**config.mk**
```make
export PLATFORM = sky130hd
export DESIGN_NAME = led_grid_water_ripple_top
export DESIGN_NICKNAME = d
export VERILOG_FILES = /design/src/rtl/core/lgwr_pkg.sv /design/src/rtl/core/lgwr_datapath.sv /design/src/rtl/core/lgwr_ctrl.sv /design/src/rtl/core/led_grid_water_ripple_top.sv
export SDC_FILE = /design/constraint.sdc
export NUM_CORES = 2
export LEC_CHECK = 0
export ABC_AREA = 1
export BUFFER_PORTS_ARGS = -buffer_cell sky130_fd_sc_hd__buf_4
export CELL_PAD_IN_SITES_DETAIL_PLACEMENT = 0
export CELL_PAD_IN_SITES_GLOBAL_PLACEMENT = 1
export CORE_UTILIZATION = 50
export DETAILED_ROUTE_END_ITERATION = 12
export PLACE_DENSITY_LB_ADDON = 0.1
export RECOVER_POWER = 25
export SETUP_SLACK_MARGIN = 0.5
export SLEW_MARGIN = 5
export SYNTH_ARGS = -nofsm -noshare
export SYNTH_HDL_FRONTEND = slang
export SYNTH_HIERARCHICAL = 1
export SYNTH_SLANG_ARGS = --single-unit
export TNS_END_PERCENT = 1
```
**constraint.sdc**
```tcl
create_clock -name clk_i -period 7.1 [get_ports clk_i]
set_clock_uncertainty 0.2 [all_clocks]
set_input_delay 1.42 -clock clk_i [delete_from_list [all_inputs] [get_ports clk_i]]
set_output_delay 1.42 -clock clk_i [all_outputs]
set_load 0.005 [all_outputs]
```
**src/rtl/core/lgwr_pkg.sv**
```systemverilog
// ----------------------------------------------------------------------------
// lgwr_pkg: shared types and constants of the water ripple block
// Grid geometry, key-to-cell table, command and status structures.
// ----------------------------------------------------------------------------
package lgwr_pkg;

  localparam int unsigned GridWidth  = 14;
  localparam int unsigned GridHeight = 5;
  localparam int unsigned KeyColumns = 16;
  localparam int unsigned KeyRows    = 4;
  localparam int unsigned CellCount  = GridWidth * GridHeight;
  localparam int unsigned KeyCount   = KeyColumns * KeyRows;
  localparam int unsigned CellW      = $clog2(CellCount);
  localparam int unsigned KeyW       = $clog2(KeyCount);
  localparam int unsigned XW         = $clog2(GridWidth);
  localparam int unsigned YW         = $clog2(GridHeight);

  localparam logic [7:0]  DropPeak   = 8'h7f;
  localparam logic [7:0]  DropRing   = 8'h50;
  localparam logic [15:0] IdleReset  = 16'd5000;

  localparam logic OpKey  = 1'b0;
  localparam logic OpTick = 1'b1;

  typedef logic [CellW-1:0] cell_t;

  function automatic cell_t key_to_cell(input logic [KeyW-1:0] k);
    cell_t c;
    unique case (k)
      6'd7:  c = cell_t'(59);
      6'd8:  c = cell_t'(66);
      6'd22: c = cell_t'(34);
      6'd23: c = cell_t'(60);
      6'd24: c = cell_t'(65);
      6'd25: c = cell_t'(35);
      6'd38: c = cell_t'(48);
      6'd39: c = cell_t'(61);
      6'd40: c = cell_t'(64);
      6'd41: c = cell_t'(49);
      6'd54: c = cell_t'(58);
      6'd55: c = cell_t'(62);
      6'd56: c = cell_t'(63);
      6'd57: c = cell_t'(67);
      default: begin
        if (k < 6'd7) c = cell_t'(k);
        else if (k < 6'd16) c = cell_t'(k - 6'd2);
        else if (k < 6'd22) c = cell_t'(k - 6'd2);
        else if (k < 6'd32) c = cell_t'(k - 6'd4);
        else if (k < 6'd38) c = cell_t'(k - 6'd4);
        else if (k < 6'd48) c = cell_t'(k - 6'd6);
        else if (k < 6'd54) c = cell_t'(k - 6'd6);
        else c = cell_t'(k - 6'd8);
      end
    endcase
    return c;
  endfunction

  // Commands from the controller to the datapath.
  typedef struct packed {
    logic             wr_en;      // write wr_val to page wr_page at wr_cell
    logic             wr_page;
    cell_t            wr_cell;
    logic [7:0]       wr_val;
    logic             rd_en;      // read rd_page at rd_cell
    logic             rd_page;
    cell_t            rd_cell;
    logic             acc_clr;    // start a new neighbour sum
    logic             acc_add;    // add the read data of the previous cycle
    logic             old_cap;    // capture the read data as the old value
  } lgwr_cmd_t;

  typedef struct packed {
    logic [7:0] rd_data;
    logic [7:0] ripple;
  } lgwr_sts_t;

endpackage

```
**src/rtl/core/lgwr_datapath.sv**
```systemverilog
// ----------------------------------------------------------------------------
// lgwr_datapath: height memory and ripple arithmetic
// Holds both pages in one memory and forms the ripple value of one cell.
// ----------------------------------------------------------------------------
module lgwr_datapath import lgwr_pkg::*; (
  input  logic      clk_i,
  input  lgwr_cmd_t cmd_i,
  output lgwr_sts_t sts_o
);

  logic [7:0]  mem_q [2][CellCount];
  logic [7:0]  rd_q;
  logic [10:0] acc_q;
  logic [7:0]  old_q;
  logic signed [10:0] v;
  logic signed [10:0] r;

  always_ff @(posedge clk_i) begin
    if (cmd_i.wr_en) begin
      mem_q[cmd_i.wr_page][cmd_i.wr_cell] <= cmd_i.wr_val;
    end
    if (cmd_i.rd_en) begin
      rd_q <= mem_q[cmd_i.rd_page][cmd_i.rd_cell];
    end
    if (cmd_i.acc_clr) begin
      acc_q <= '0;
    end else if (cmd_i.acc_add) begin
      acc_q <= acc_q + {{3{rd_q[7]}}, rd_q};
    end
    if (cmd_i.old_cap) begin
      old_q <= rd_q;
    end
  end

  // Arithmetic shifts give the floor behaviour of the ripple rule.
  always_comb begin
    v = ($signed(acc_q) >>> 2) - $signed({{3{old_q[7]}}, old_q});
    r = v - (v >>> 3);
  end

  assign sts_o.rd_data = rd_q;
  assign sts_o.ripple  = r[7:0];

endmodule

```
**src/rtl/core/lgwr_ctrl.sv**
```systemverilog
// ----------------------------------------------------------------------------
// lgwr_ctrl: sequencer of the water ripple block
// Handles key events, idle rain, the ripple sweep and the height readout.
// ----------------------------------------------------------------------------
module lgwr_ctrl import lgwr_pkg::*; (
  input  logic            clk_i,
  input  logic            rst_ni,
  input  logic [15:0]     quiet_period_i,
  input  logic            in_valid_i,
  output logic            in_stall_o,
  input  logic            operation_i,
  input  logic [5:0]      key_index_i,
  input  logic            key_pressed_i,
  input  logic [3:0]      drop_x_i,
  input  logic [2:0]      drop_y_i,
  input  logic [5:0]      drop_gap_i,
  output logic            out_valid_o,
  input  logic            out_stall_i,
  output logic [5:0]      key_slot_o,
  output logic signed [7:0] height_o,
  output logic [8:0]      intensity_o,
  output logic [7:0]      frame_hue_o,
  output logic            last_o,
  output lgwr_cmd_t       cmd_o,
  input  lgwr_sts_t       sts_i
);

  typedef enum logic [6:0] {
    S_IDLE  = 7'b0000001,
    S_CLEAR = 7'b0000010,
    S_RAIN  = 7'b0000100,
    S_RIP   = 7'b0001000,
    S_RD    = 7'b0010000,
    S_OUT   = 7'b0100000,
    S_HOLD  = 7'b1000000
  } state_e;

  state_e state_q, state_d;
  logic        page_q, page_d;
  logic [7:0]  idle_q, idle_d;
  logic [5:0]  gap_q, gap_d;
  logic [7:0]  hue_q, hue_d;
  logic [7:0]  cnt_q, cnt_d;     // clear index, rain step or key slot
  logic [XW-1:0] x_q, x_d;
  logic [YW-1:0] y_q, y_d;
  logic [XW-1:0] rx_q, rx_d;
  logic [YW-1:0] ry_q, ry_d;
  logic [3:0]  ph_q, ph_d;       // ripple phase within one cell
  logic        ov_q, ov_d;
  logic [5:0]  oslot_q, oslot_d;
  logic [7:0]  oh_q, oh_d;
  logic [7:0]  ohue_q, ohue_d;

  logic [9:0]  base;
  logic [7:0]  idle_inc;
  logic [XW-1:0] xl, xr, nx, dx;
  logic [YW-1:0] yu, yd, ny, dy;
  logic [XW:0]  dxm;
  logic [YW:0]  dym;
  logic [7:0]  habs;

  assign base     = quiet_period_i[15:6];
  assign idle_inc = idle_q + 8'd1;
  assign xl = (x_q == '0) ? x_q : x_q - 1'b1;
  assign xr = (x_q == XW'(GridWidth - 1)) ? x_q : x_q + 1'b1;
  assign yu = (y_q == '0) ? y_q : y_q - 1'b1;
  assign yd = (y_q == YW'(GridHeight - 1)) ? y_q : y_q + 1'b1;
  assign dxm = {1'b0, drop_x_i} - (XW+1)'(GridWidth);
  assign dym = {1'b0, drop_y_i} - (YW+1)'(GridHeight);

  function automatic cell_t cell_of(input logic [XW-1:0] cx, input logic [YW-1:0] cy);
    return cell_t'(cy * GridWidth) + cell_t'(cx);
  endfunction

  always_comb begin
    dx = dxm[XW] ? drop_x_i : dxm[XW-1:0];
    dy = dym[YW] ? drop_y_i : dym[YW-1:0];
    unique case (ph_q)
      4'd0: begin nx = x_q; ny = yu; end
      4'd1: begin nx = x_q; ny = yd; end
      4'd2: begin nx = xl;  ny = y_q; end
      4'd3: begin nx = xr;  ny = y_q; end
      4'd4: begin nx = xl;  ny = yu; end
      4'd5: begin nx = xr;  ny = yu; end
      4'd6: begin nx = xl;  ny = yd; end
      default: begin nx = xr; ny = yd; end
    endcase
  end

  always_comb begin
    state_d = state_q; page_d = page_q; idle_d = idle_q; gap_d = gap_q;
    hue_d = hue_q; cnt_d = cnt_q; x_d = x_q; y_d = y_q; rx_d = rx_q;
    ry_d = ry_q; ph_d = ph_q; ov_d = ov_q; oslot_d = oslot_q; oh_d = oh_q;
    ohue_d = ohue_q;
    cmd_o = '0;
    in_stall_o = (state_q != S_IDLE);
    if (ov_q && !out_stall_i) ov_d = 1'b0;
    unique case (state_q)
      S_CLEAR: begin
        cmd_o.wr_en = 1'b1;
        cmd_o.wr_page = cnt_q[7];
        cmd_o.wr_cell = cell_t'(cnt_q[6:0]);
        cnt_d = cnt_q + 8'd1;
        if (cnt_q[6:0] == 7'(CellCount - 1)) begin
          if (cnt_q[7]) state_d = S_IDLE;
          else cnt_d = 8'd128;
        end
      end
      S_IDLE: begin
        if (in_valid_i) begin
          if (operation_i == OpKey) begin
            if (key_pressed_i) begin
              cmd_o.wr_en = 1'b1; cmd_o.wr_page = page_q;
              cmd_o.wr_cell = key_to_cell(key_index_i);
              cmd_o.wr_val = DropPeak;
              idle_d = '0;
            end
          end else begin
            hue_d = hue_q + 8'd1;
            idle_d = idle_inc;
            x_d = '0; y_d = '0; ph_d = '0; cnt_d = '0;
            state_d = S_RIP;
            if (quiet_period_i != '0 &&
                {3'b0, idle_inc} >= {5'b0, gap_q} + {1'b0, base}) begin
              gap_d = drop_gap_i; idle_d = base[7:0];
              rx_d = dx; ry_d = dy;
              state_d = S_RAIN;
            end
          end
        end
      end
      S_RAIN: begin
        cmd_o.wr_page = page_q;
        cmd_o.wr_val = DropRing;
        unique case (cnt_q[2:0])
          3'd0: begin
            cmd_o.wr_en = 1'b1; cmd_o.wr_val = DropPeak;
            cmd_o.wr_cell = cell_of(rx_q, ry_q);
          end
          3'd1: begin
            cmd_o.wr_en = (ry_q != '0);
            cmd_o.wr_cell = cell_of(rx_q, ry_q - 1'b1);
          end
          3'd2: begin
            cmd_o.wr_en = (ry_q != YW'(GridHeight - 1));
            cmd_o.wr_cell = cell_of(rx_q, ry_q + 1'b1);
          end
          3'd3: begin
            cmd_o.wr_en = (rx_q != '0);
            cmd_o.wr_cell = cell_of(rx_q - 1'b1, ry_q);
          end
          default: begin
            cmd_o.wr_en = (rx_q != XW'(GridWidth - 1));
            cmd_o.wr_cell = cell_of(rx_q + 1'b1, ry_q);
          end
        endcase
        cnt_d = cnt_q + 8'd1;
        if (cnt_q[2:0] == 3'd4) begin cnt_d = '0; state_d = S_RIP; end
      end
      S_RIP: begin
        // Phases 0..7 read neighbours, 8 reads the old value, 10 writes.
        cmd_o.rd_en = (ph_q <= 4'd8);
        cmd_o.rd_page = (ph_q == 4'd8) ? !page_q : page_q;
        cmd_o.rd_cell = (ph_q == 4'd8) ? cell_of(x_q, y_q) : cell_of(nx, ny);
        cmd_o.acc_clr = (ph_q == 4'd0);
        cmd_o.acc_add = (ph_q >= 4'd1 && ph_q <= 4'd8);
        cmd_o.old_cap = (ph_q == 4'd9);
        ph_d = ph_q + 4'd1;
        if (ph_q == 4'd10) begin
          cmd_o.wr_en = 1'b1; cmd_o.wr_page = !page_q;
          cmd_o.wr_cell = cell_of(x_q, y_q); cmd_o.wr_val = sts_i.ripple;
          ph_d = '0;
          if (x_q == XW'(GridWidth - 1)) begin
            x_d = '0;
            if (y_q == YW'(GridHeight - 1)) begin y_d = '0; state_d = S_RD; end
            else y_d = y_q + 1'b1;
          end else x_d = x_q + 1'b1;
        end
      end
      S_RD: begin
        cmd_o.rd_en = 1'b1; cmd_o.rd_page = page_q;
        cmd_o.rd_cell = key_to_cell(cnt_q[5:0]);
        state_d = S_OUT;
      end
      S_OUT: begin
        if (!ov_q || !out_stall_i) begin
          ov_d = 1'b1; oslot_d = cnt_q[5:0]; oh_d = sts_i.rd_data;
          ohue_d = hue_q;
          cnt_d = cnt_q + 8'd1;
          if (cnt_q[5:0] == 6'(KeyCount - 1)) state_d = S_HOLD;
          else state_d = S_RD;
        end
      end
      S_HOLD: begin
        page_d = !page_q; state_d = S_IDLE;
      end
      default: state_d = S_IDLE;
    endcase
  end

  always_ff @(posedge clk_i or negedge rst_ni) begin
    if (!rst_ni) begin
      state_q <= S_CLEAR; page_q <= 1'b0; idle_q <= '0; gap_q <= '0;
      hue_q <= '0; cnt_q <= '0; x_q <= '0; y_q <= '0; rx_q <= '0;
      ry_q <= '0; ph_q <= '0; ov_q <= 1'b0;
    end else begin
      state_q <= state_d; page_q <= page_d; idle_q <= idle_d; gap_q <= gap_d;
      hue_q <= hue_d; cnt_q <= cnt_d; x_q <= x_d; y_q <= y_d; rx_q <= rx_d;
      ry_q <= ry_d; ph_q <= ph_d; ov_q <= ov_d;
    end
  end

  // The hue travels with each result, as a following tick may advance the
  // counter while the final key of a frame is still waiting.
  always_ff @(posedge clk_i) begin
    oslot_q <= oslot_d;
    oh_q <= oh_d;
    ohue_q <= ohue_d;
  end

  assign habs        = oh_q[7] ? 8'(-oh_q) : oh_q;
  assign out_valid_o = ov_q;
  assign key_slot_o  = oslot_q;
  assign height_o    = oh_q;
  assign intensity_o = (oh_q == 8'h80) ? 9'd256 : {habs, 1'b0};
  assign frame_hue_o = ohue_q;
  assign last_o      = (oslot_q == 6'(KeyCount - 1));

  a_no_accept_busy: assert property (@(posedge clk_i) disable iff (!rst_ni)
    (state_q != S_IDLE) |-> in_stall_o) else $error("input taken while busy");
  a_swap_at_end: assert property (@(posedge clk_i) disable iff (!rst_ni)
    (state_q == S_HOLD) |=> (page_q != $past(page_q))) else $error("page not swapped");
  a_phase_range: assert property (@(posedge clk_i) disable iff (!rst_ni)
    ph_q <= 4'd10) else $error("ripple phase out of range");

endmodule

```
**src/rtl/core/led_grid_water_ripple_top.sv**
```systemverilog
// ----------------------------------------------------------------------------
// led_grid_water_ripple_top: two-page water ripple on a 14x5 key grid
// Key presses splash, frame ticks rain, ripple and report 64 key heights.
// ----------------------------------------------------------------------------
// A key event is taken without stalling the input. A frame tick stalls the
// input while it walks the grid: rain first, when it falls, then the ripple
// sweep, which for each cell makes eight neighbour reads, one read of the old
// value, a capture and a write through the page store. Then it reads and
// reports each key height, waiting while the output is stalled, and swaps the
// pages before the next transaction is taken. After reset the block clears
// the 140-entry height store before it accepts its first item.
module led_grid_water_ripple_top import lgwr_pkg::*; (
  input  logic              clk_i,
  input  logic              rst_ni,
  input  logic              cfg_we_i,
  input  logic [15:0]       cfg_wdata_i,
  input  logic              in_valid_i,
  output logic              in_stall_o,
  input  logic              operation_i,
  input  logic [5:0]        key_index_i,
  input  logic              key_pressed_i,
  input  logic [3:0]        drop_x_i,
  input  logic [2:0]        drop_y_i,
  input  logic [5:0]        drop_gap_i,
  output logic              out_valid_o,
  input  logic              out_stall_i,
  output logic [5:0]        key_slot_o,
  output logic signed [7:0] height_o,
  output logic [8:0]        intensity_o,
  output logic [7:0]        frame_hue_o,
  output logic              last_o
);

  logic [15:0] quiet_period_q;
  lgwr_cmd_t   cmd;
  lgwr_sts_t   sts;

  always_ff @(posedge clk_i or negedge rst_ni) begin
    if (!rst_ni) quiet_period_q <= IdleReset;
    else if (cfg_we_i) quiet_period_q <= cfg_wdata_i;
  end

  lgwr_ctrl u_ctrl (
    .clk_i, .rst_ni, .quiet_period_i(quiet_period_q),
    .in_valid_i, .in_stall_o, .operation_i, .key_index_i, .key_pressed_i,
    .drop_x_i, .drop_y_i, .drop_gap_i, .out_valid_o, .out_stall_i,
    .key_slot_o, .height_o, .intensity_o, .frame_hue_o, .last_o,
    .cmd_o(cmd), .sts_i(sts)
  );

  lgwr_datapath u_dp (.clk_i, .cmd_i(cmd), .sts_o(sts));

endmodule
```
Yosys cells after proc, flatten, opt, wreduce, memory -nomap -nowiden
Memory sizes are Yosys's and may differ from the RTL's.
Cells that the tools add are included.
- register bits: 122
- RAM bits: 1120
- bits of input ports: 42
- output and inout port bits: 34
- logic and storage cells: 262
- memories: 1
- memory list (name ; depth ; bits a word ; rd ports ; clocked after memory_dff ; write ports ; RTL line ; RTL):
    u_dp.mem_q ; 2 ; 560 ; 1 ; 0 ; 1 ; lgwr_datapath.sv:11 ; logic [7:0] mem_q [2][CellCount];
- add/subtract/negate cells: 34
- multipliers: 5
- magnitude comparators: 20
- equality and inequality tests: 66
- mux-type cells: 84
- bitwise gates (word level): 2
- reduce and logical (&&, ||, !) cells: 31
- operator list (operator ; number):
    $mux 560 ; 1
    $pmux 7 s14 ; 2
    $mux 7 ; 25
    $eq 6x6->1 const B ; 18
    $mux 8 ; 13
    $mux 17 ; 4
    $bmux 8 s7 ; 1
    $demux 8 s7 ; 1
    $add 7x4->7 ; 7
    $eq 6x5->1 const B ; 8
    $lt 6x6->1 const B ; 8
    $pmux 7 s6 ; 1
    $mux 4 ; 9
    $pmux 9 s4 ; 1
    $pmux 8 s4 ; 1
    $mul 3x3->6 const B ; 5
    $pmux 7 s4 ; 1
    $sub 6x3->7 const B ; 4
    $mux 3 ; 9
    $add 8x1->8 const B ; 3
    $lt 6x5->1 const B ; 4
    $pmux 4 s2 ; 3
    $pmux 8 s3 ; 1
    $pmux 9 s2 ; 1
    other kinds (63) ; 111

Depth between registers and ports, before layout
- depth after elaboration: 19
- mapped depth: 29
- mapped depth without buffers: 27

Hierarchy
The synthesis kept the hierarchy.
- by module, submodules not included (module ; times used ; cells an instance ; area each (sq um) ; seq. area each (sq um)):
    lgwr_datapath ; 1 ; 4626 ; 49347.3 ; 34332.9
    lgwr_ctrl ; 1 ; 1274 ; 8826.0 ; 2088.3
    led_grid_water_ripple_top ; 1 ; 68 ; 650.6 ; 406.6

Worst setup path after synthesis
Ideal clock, no wire load.
- path type: register -> register
- from: register u_dp.acc_q[2]
- to: memory u_dp/mem_q[0][103] (netlist bit) (data pin)
- library setup time: 852 ps
- data arrival time: 5476 ps
- data required time: 6048 ps
- setup slack: 573 ps
- stages on the path, launching flop included: 21
- buffers on the path: 0
- period minus slack after synthesis: 6527 ps
- cell sequence: dfxtp_1 inv_1 ha_1 inv_1 fa_1 nand3_1 nand2_1 xor2_1 inv_1 ha_1 inv_1 nor2_1 nor2_1 nand2_1 nand3b_1 nand2_1 nand2_1 nand2_1 nand2_1 inv_1 nor2_1
- RTL lines (what ; RTL line ; RTL):
    start, declared ; lgwr_datapath.sv:13 ; logic [10:0] acc_q;
    start signal, assigned ; lgwr_datapath.sv:28 ; acc_q <= acc_q + {{3{rd_q[7]}}, rd_q};
    end, declared ; lgwr_datapath.sv:11 ;

==> flow_metrics.py <==
metrics = {
    "sta": {
        "whs_ps": 271.7,
        "finalSetupTns_ps": 0,
        "rsz0062_at_grt": "yes",
        "postLayoutSetupSlackWorst_ps": 969.2,
        "min_period_ps": 6131,
        "hold_viol": 0,
        "worst_slew_pin_slew_ps": 4132,
        "relSlewSlack_pct": -175.4,
        "drv_slew": 471,
        "fmax_mhz": 163.1,
        "layout_worst_path_cycle_share_pct": 86.35,
        "setup_viol": 0,
    },
    "synth": {
        "yosysUniqueCellTypes": 61,
        "synth_edf_count": 1158,
        "seq_area_frac_synth_pct": 62.61,
        "syn_area_um2": 58820,
        "syn_inst": 5968,
        "synth.area.top_cells": "edfxtp_1 59%, nand2_1 11%, nand3_1 4.5%",
        "synth_top_area_share_pct": 59.11,
        "ys.flop_type": "edfxtp_1",
        "ys_warn_count": 6,
        "yosys.area.top_type": "edfxtp_1",
        "syn_area_per_cell_um2": 9.857,
        "yosys_register_bits": 1242,
        "synthArstFlopShare_pct": 5.878,
        "syn-num-nets": 6145,
    },
    "clocking": {
        "cts.sinks": 1242,
        "cts_buffers": 135,
        "clk_path_buf_depth": 3,
        "root_buffer": "clkbuf_16",
        "cts.clk_slew.worst_paths_ps": 60,
        "htreeDepth": 4,
        "cts_tree": "done",
        "clk_latency_ps": 760,
        "cts_setup_buffers": 0,
    },
    "pwr": {
        "p_clk_share_pct": 32.5,
        "swShare_pct": 33.19,
        "p_switching_mw": 6.793,
        "max-vdd-ir-drop_v": 0.0002355,
        "pwr-share-seq_pct": 41.5,
        "internal_power_mw": 13.67,
        "p_total_mw": 20.47,
        "p_per_area_nw_per_um2": 314.0,
        "p_leak_nw": 26.71,
        "pwr-share-comb_pct": 25.9,
    },
    "finish": {
        "drive_above_1_share_pct": 7.421,
        "antennaDiodeCount": 0,
        "finalNetCount": 6217,
        "area_growth_pct": 10.80,
        "final_cells": 7669,
    },
    "critical_path": {
        "crit_start": "u_dp/acc_q[2]",
        "worstPathArrival_ps": 6250,
        "required_ps": 7220,
        "worstPathMaxFanout": 60,
        "crit_path_start_kind": "flop",
        "rr_startpoint": "u_dp/acc_q[2]",
        "crit_type": "flop to flop",
        "critPathCaptureType": "flop",
    },
    "placement": {
        "place_congestion": 0.8855,
        "pre_cts_ws_ps": 824.8,
        "place_hpwl_mm": 101.1,
        "dp.cells": 7427,
        "io_buffer_count": 74,
    },
    "routing": {
        "postRouteAntennaNets": 0,
        "wl_per_cell_um": 21.20,
        "via_count": 41830,
        "drt_wl_total_mm": 162.6,
        "vias_per_cell": 5.455,
        "drtPass1Iterations": 6,
        "drc": 0,
        "drtIter0Drc": 4177,
    },
    "flow_run": {
        "drv_cap": 10,
    },
    "outcome": {
        "violations": "capacitance limit, slew limit",
        "status": "complete, but fails checks",
    },
    "global_routing": {
        "grt_pass1_vias": 39770,
        "grt_antenna_before_repair": 3,
        "grt_max_degree": 198,
        "grt_usage_pct": 27.37,
        "gr-total-overflow": 0,
        "grt_pass1_wl_mm": 248.1,
    },
    "die": {
        "die_w_um": 345,
        "die-area_um2": 119000,
        "die_h_um": 345,
        "fp.coreArea_um2": 116400,
        "ios": 76,
        "initial_core_util_pct": 50.55,
        "num_rows": 125,
    },
    "worst_hold_path": {
        "min_path_type": "flop to flop",
        "worstHoldStart": "quiet_period_q[3]",
    },
}
[sequential cells by signal (all words and copies together) (netlist names), 3 cells and up]
register,count
u_dp/rd_q,8
u_ctrl/y_q,3
u_ctrl/key_slot_o,6
u_ctrl/idle_q,8
u_dp/mem_q,1120
u_dp/acc_q,11
u_ctrl/ph_q,4
u_ctrl/cnt_q,8
u_ctrl/ry_q,3
u_ctrl/state_q,7
u_ctrl/hue_q,8
u_ctrl/height_o,8
quiet_period_q,16
u_ctrl/frame_hue_o,8
u_dp/old_q,8
u_ctrl/rx_q,4
u_ctrl/x_q,4
u_ctrl/gap_q,6
[cell usage in the layout, fill, tap and decap left out, types with 6 or more instances in the layout]
master / Yosys / routed
dfxtp_1: 11 / 11
clkbuf_1: 110 / 41
ha_1: 118 / 118
inv_6: 1 / 7
xor2_1: 50 / 50
dfstp_2: 6 / 6
inv_2: 26 / 20
buf_4: 28 / 158
and3_1: 9 / 9
clkbuf_4: 0 / 28
nor2_1: 640 / 639
buf_12: 1 / 13
o22ai_1: 24 / 23
nand2_1: 1685 / 1688
o21ai_1: 28 / 23
a21oi_1: 107 / 108
edfxtp_1: 1158 / 1158
o21ai_0: 304 / 308
nand4_1: 34 / 35
xnor2_1: 22 / 22
o221ai_1: 14 / 14
dfrtp_1: 67 / 67
nor3_1: 92 / 95
nand3_1: 534 / 535
fa_1: 17 / 17
nand2_2: 14 / 11
clkinv_1: 7 / 34
nor2_2: 4 / 6
o211ai_1: 47 / 47
clkbuf_16: 0 / 137
a31oi_1: 9 / 9
nand3b_1: 15 / 15
clkinv_2: 0 / 22
inv_1: 587 / 590
[critical path, stage by stage, from the launching register on]
cell	delay [ps]
dfxtp_1	310
inv_1	110
ha_1	160
inv_1	70
fa_1	400
nand3_1	80
nand2_1	100
xor2_1	360
fa_1	470
inv_1	70
nand2_1	50
nand2_1	1920
clkbuf_1	1330
[timing repair]
item                       in CTS  in global routing
resized for setup               0                  1
hold buffers                    0                  0
setup endpoints to repair       0                 32
[Yosys cell counts, drive strengths merged (4+ instances only)]
library cell  instances
o21bai                5
a31oi                 9
nand3b               16
clkbuf              112
xnor2                22
xor2                 50
inv                 614
nand3               536
nand4                35
nand2              1703
dfrtp                67
or2                   5
o211ai               47
nor4                  7
dfxtp                11
ha                  118
o221ai               14
nor2                649
a22oi                 5
fa                   17
buf                 161
dfstp                 6
edfxtp             1158
a21boi                4
o22ai                24
nor3                100
o21ai               334
and3                  9
clkinv                7
a21oi               108
[path summary, 6_finish.rpt]
| kind | slack, ps | endpoint | cells past startpoint |
|---|---|---|---|
| worst max-delay path | 970 | u_dp/mem_q[0][465] | 12 |
| worst min-delay path | 270 | quiet_period_q[3] | 2 |
| worst max register to register | 970 | u_dp/mem_q[0][465] | 12 |
| worst min register to register | 270 | quiet_period_q[3] | 2 |
| max in group asynchronous | 2450 | u_ctrl/hue_q[5] | 1 |
| min in group asynchronous | 1900 | quiet_period_q[1] | 1 |
[kinds of logic after synthesis]
logic type	synth area share [%]
AND/OR/NAND/NOR	21.61
adder cells (fa/ha/maj)	3.088
XOR/XNOR	1.072
buffers and inverters	6.311
flip-flops	62.61
AO/OA/AOI/OAI	5.301
other	0.006375
[power groups by stage]
stage	sequential, mW	combinational (mW)	clock, mW
2_1_floorplan	8.56	3.64	0
3_3_place_gp	8.64	5.35	0
3_5_place_dp	8.65	5.33	0
4_1_cts	8.49	5.36	6.78
5_1_grt	8.52	5.94	7.04
6_report	8.50	5.31	6.66
[cell type report]
class	instances	area, um^2
Sequential cell	1242	36830
Clock buffer	171	3556
Clock inverter	71	594.3
Tap cell	1524	1907
Fill cell	10230	51180
Inverter	621	2346
Timing Repair Buffer	208	1693
Multi-Input combinational cell	3832	18260
[metrics by stage]
step / area [um^2] / util [%]
after floorplan: 58820 / -
after global placement: 61230 / 52.62
after detailed placement: 61230 / 52.62
after CTS: 65380 / 56.18
after global routing: 65180 / 56.01
final: 65180 / 56.01
[routing by layer]
layer	track usage (%)	share of wire [%]	vias to the layer above
met5	0	0	-
met4	8.601	2.7	0
met3	4.238	6.4	203
met2	42.66	46	1331
met1	39.46	45	20230
li1	-	-	20070
(Power assumes the default switching activity.)
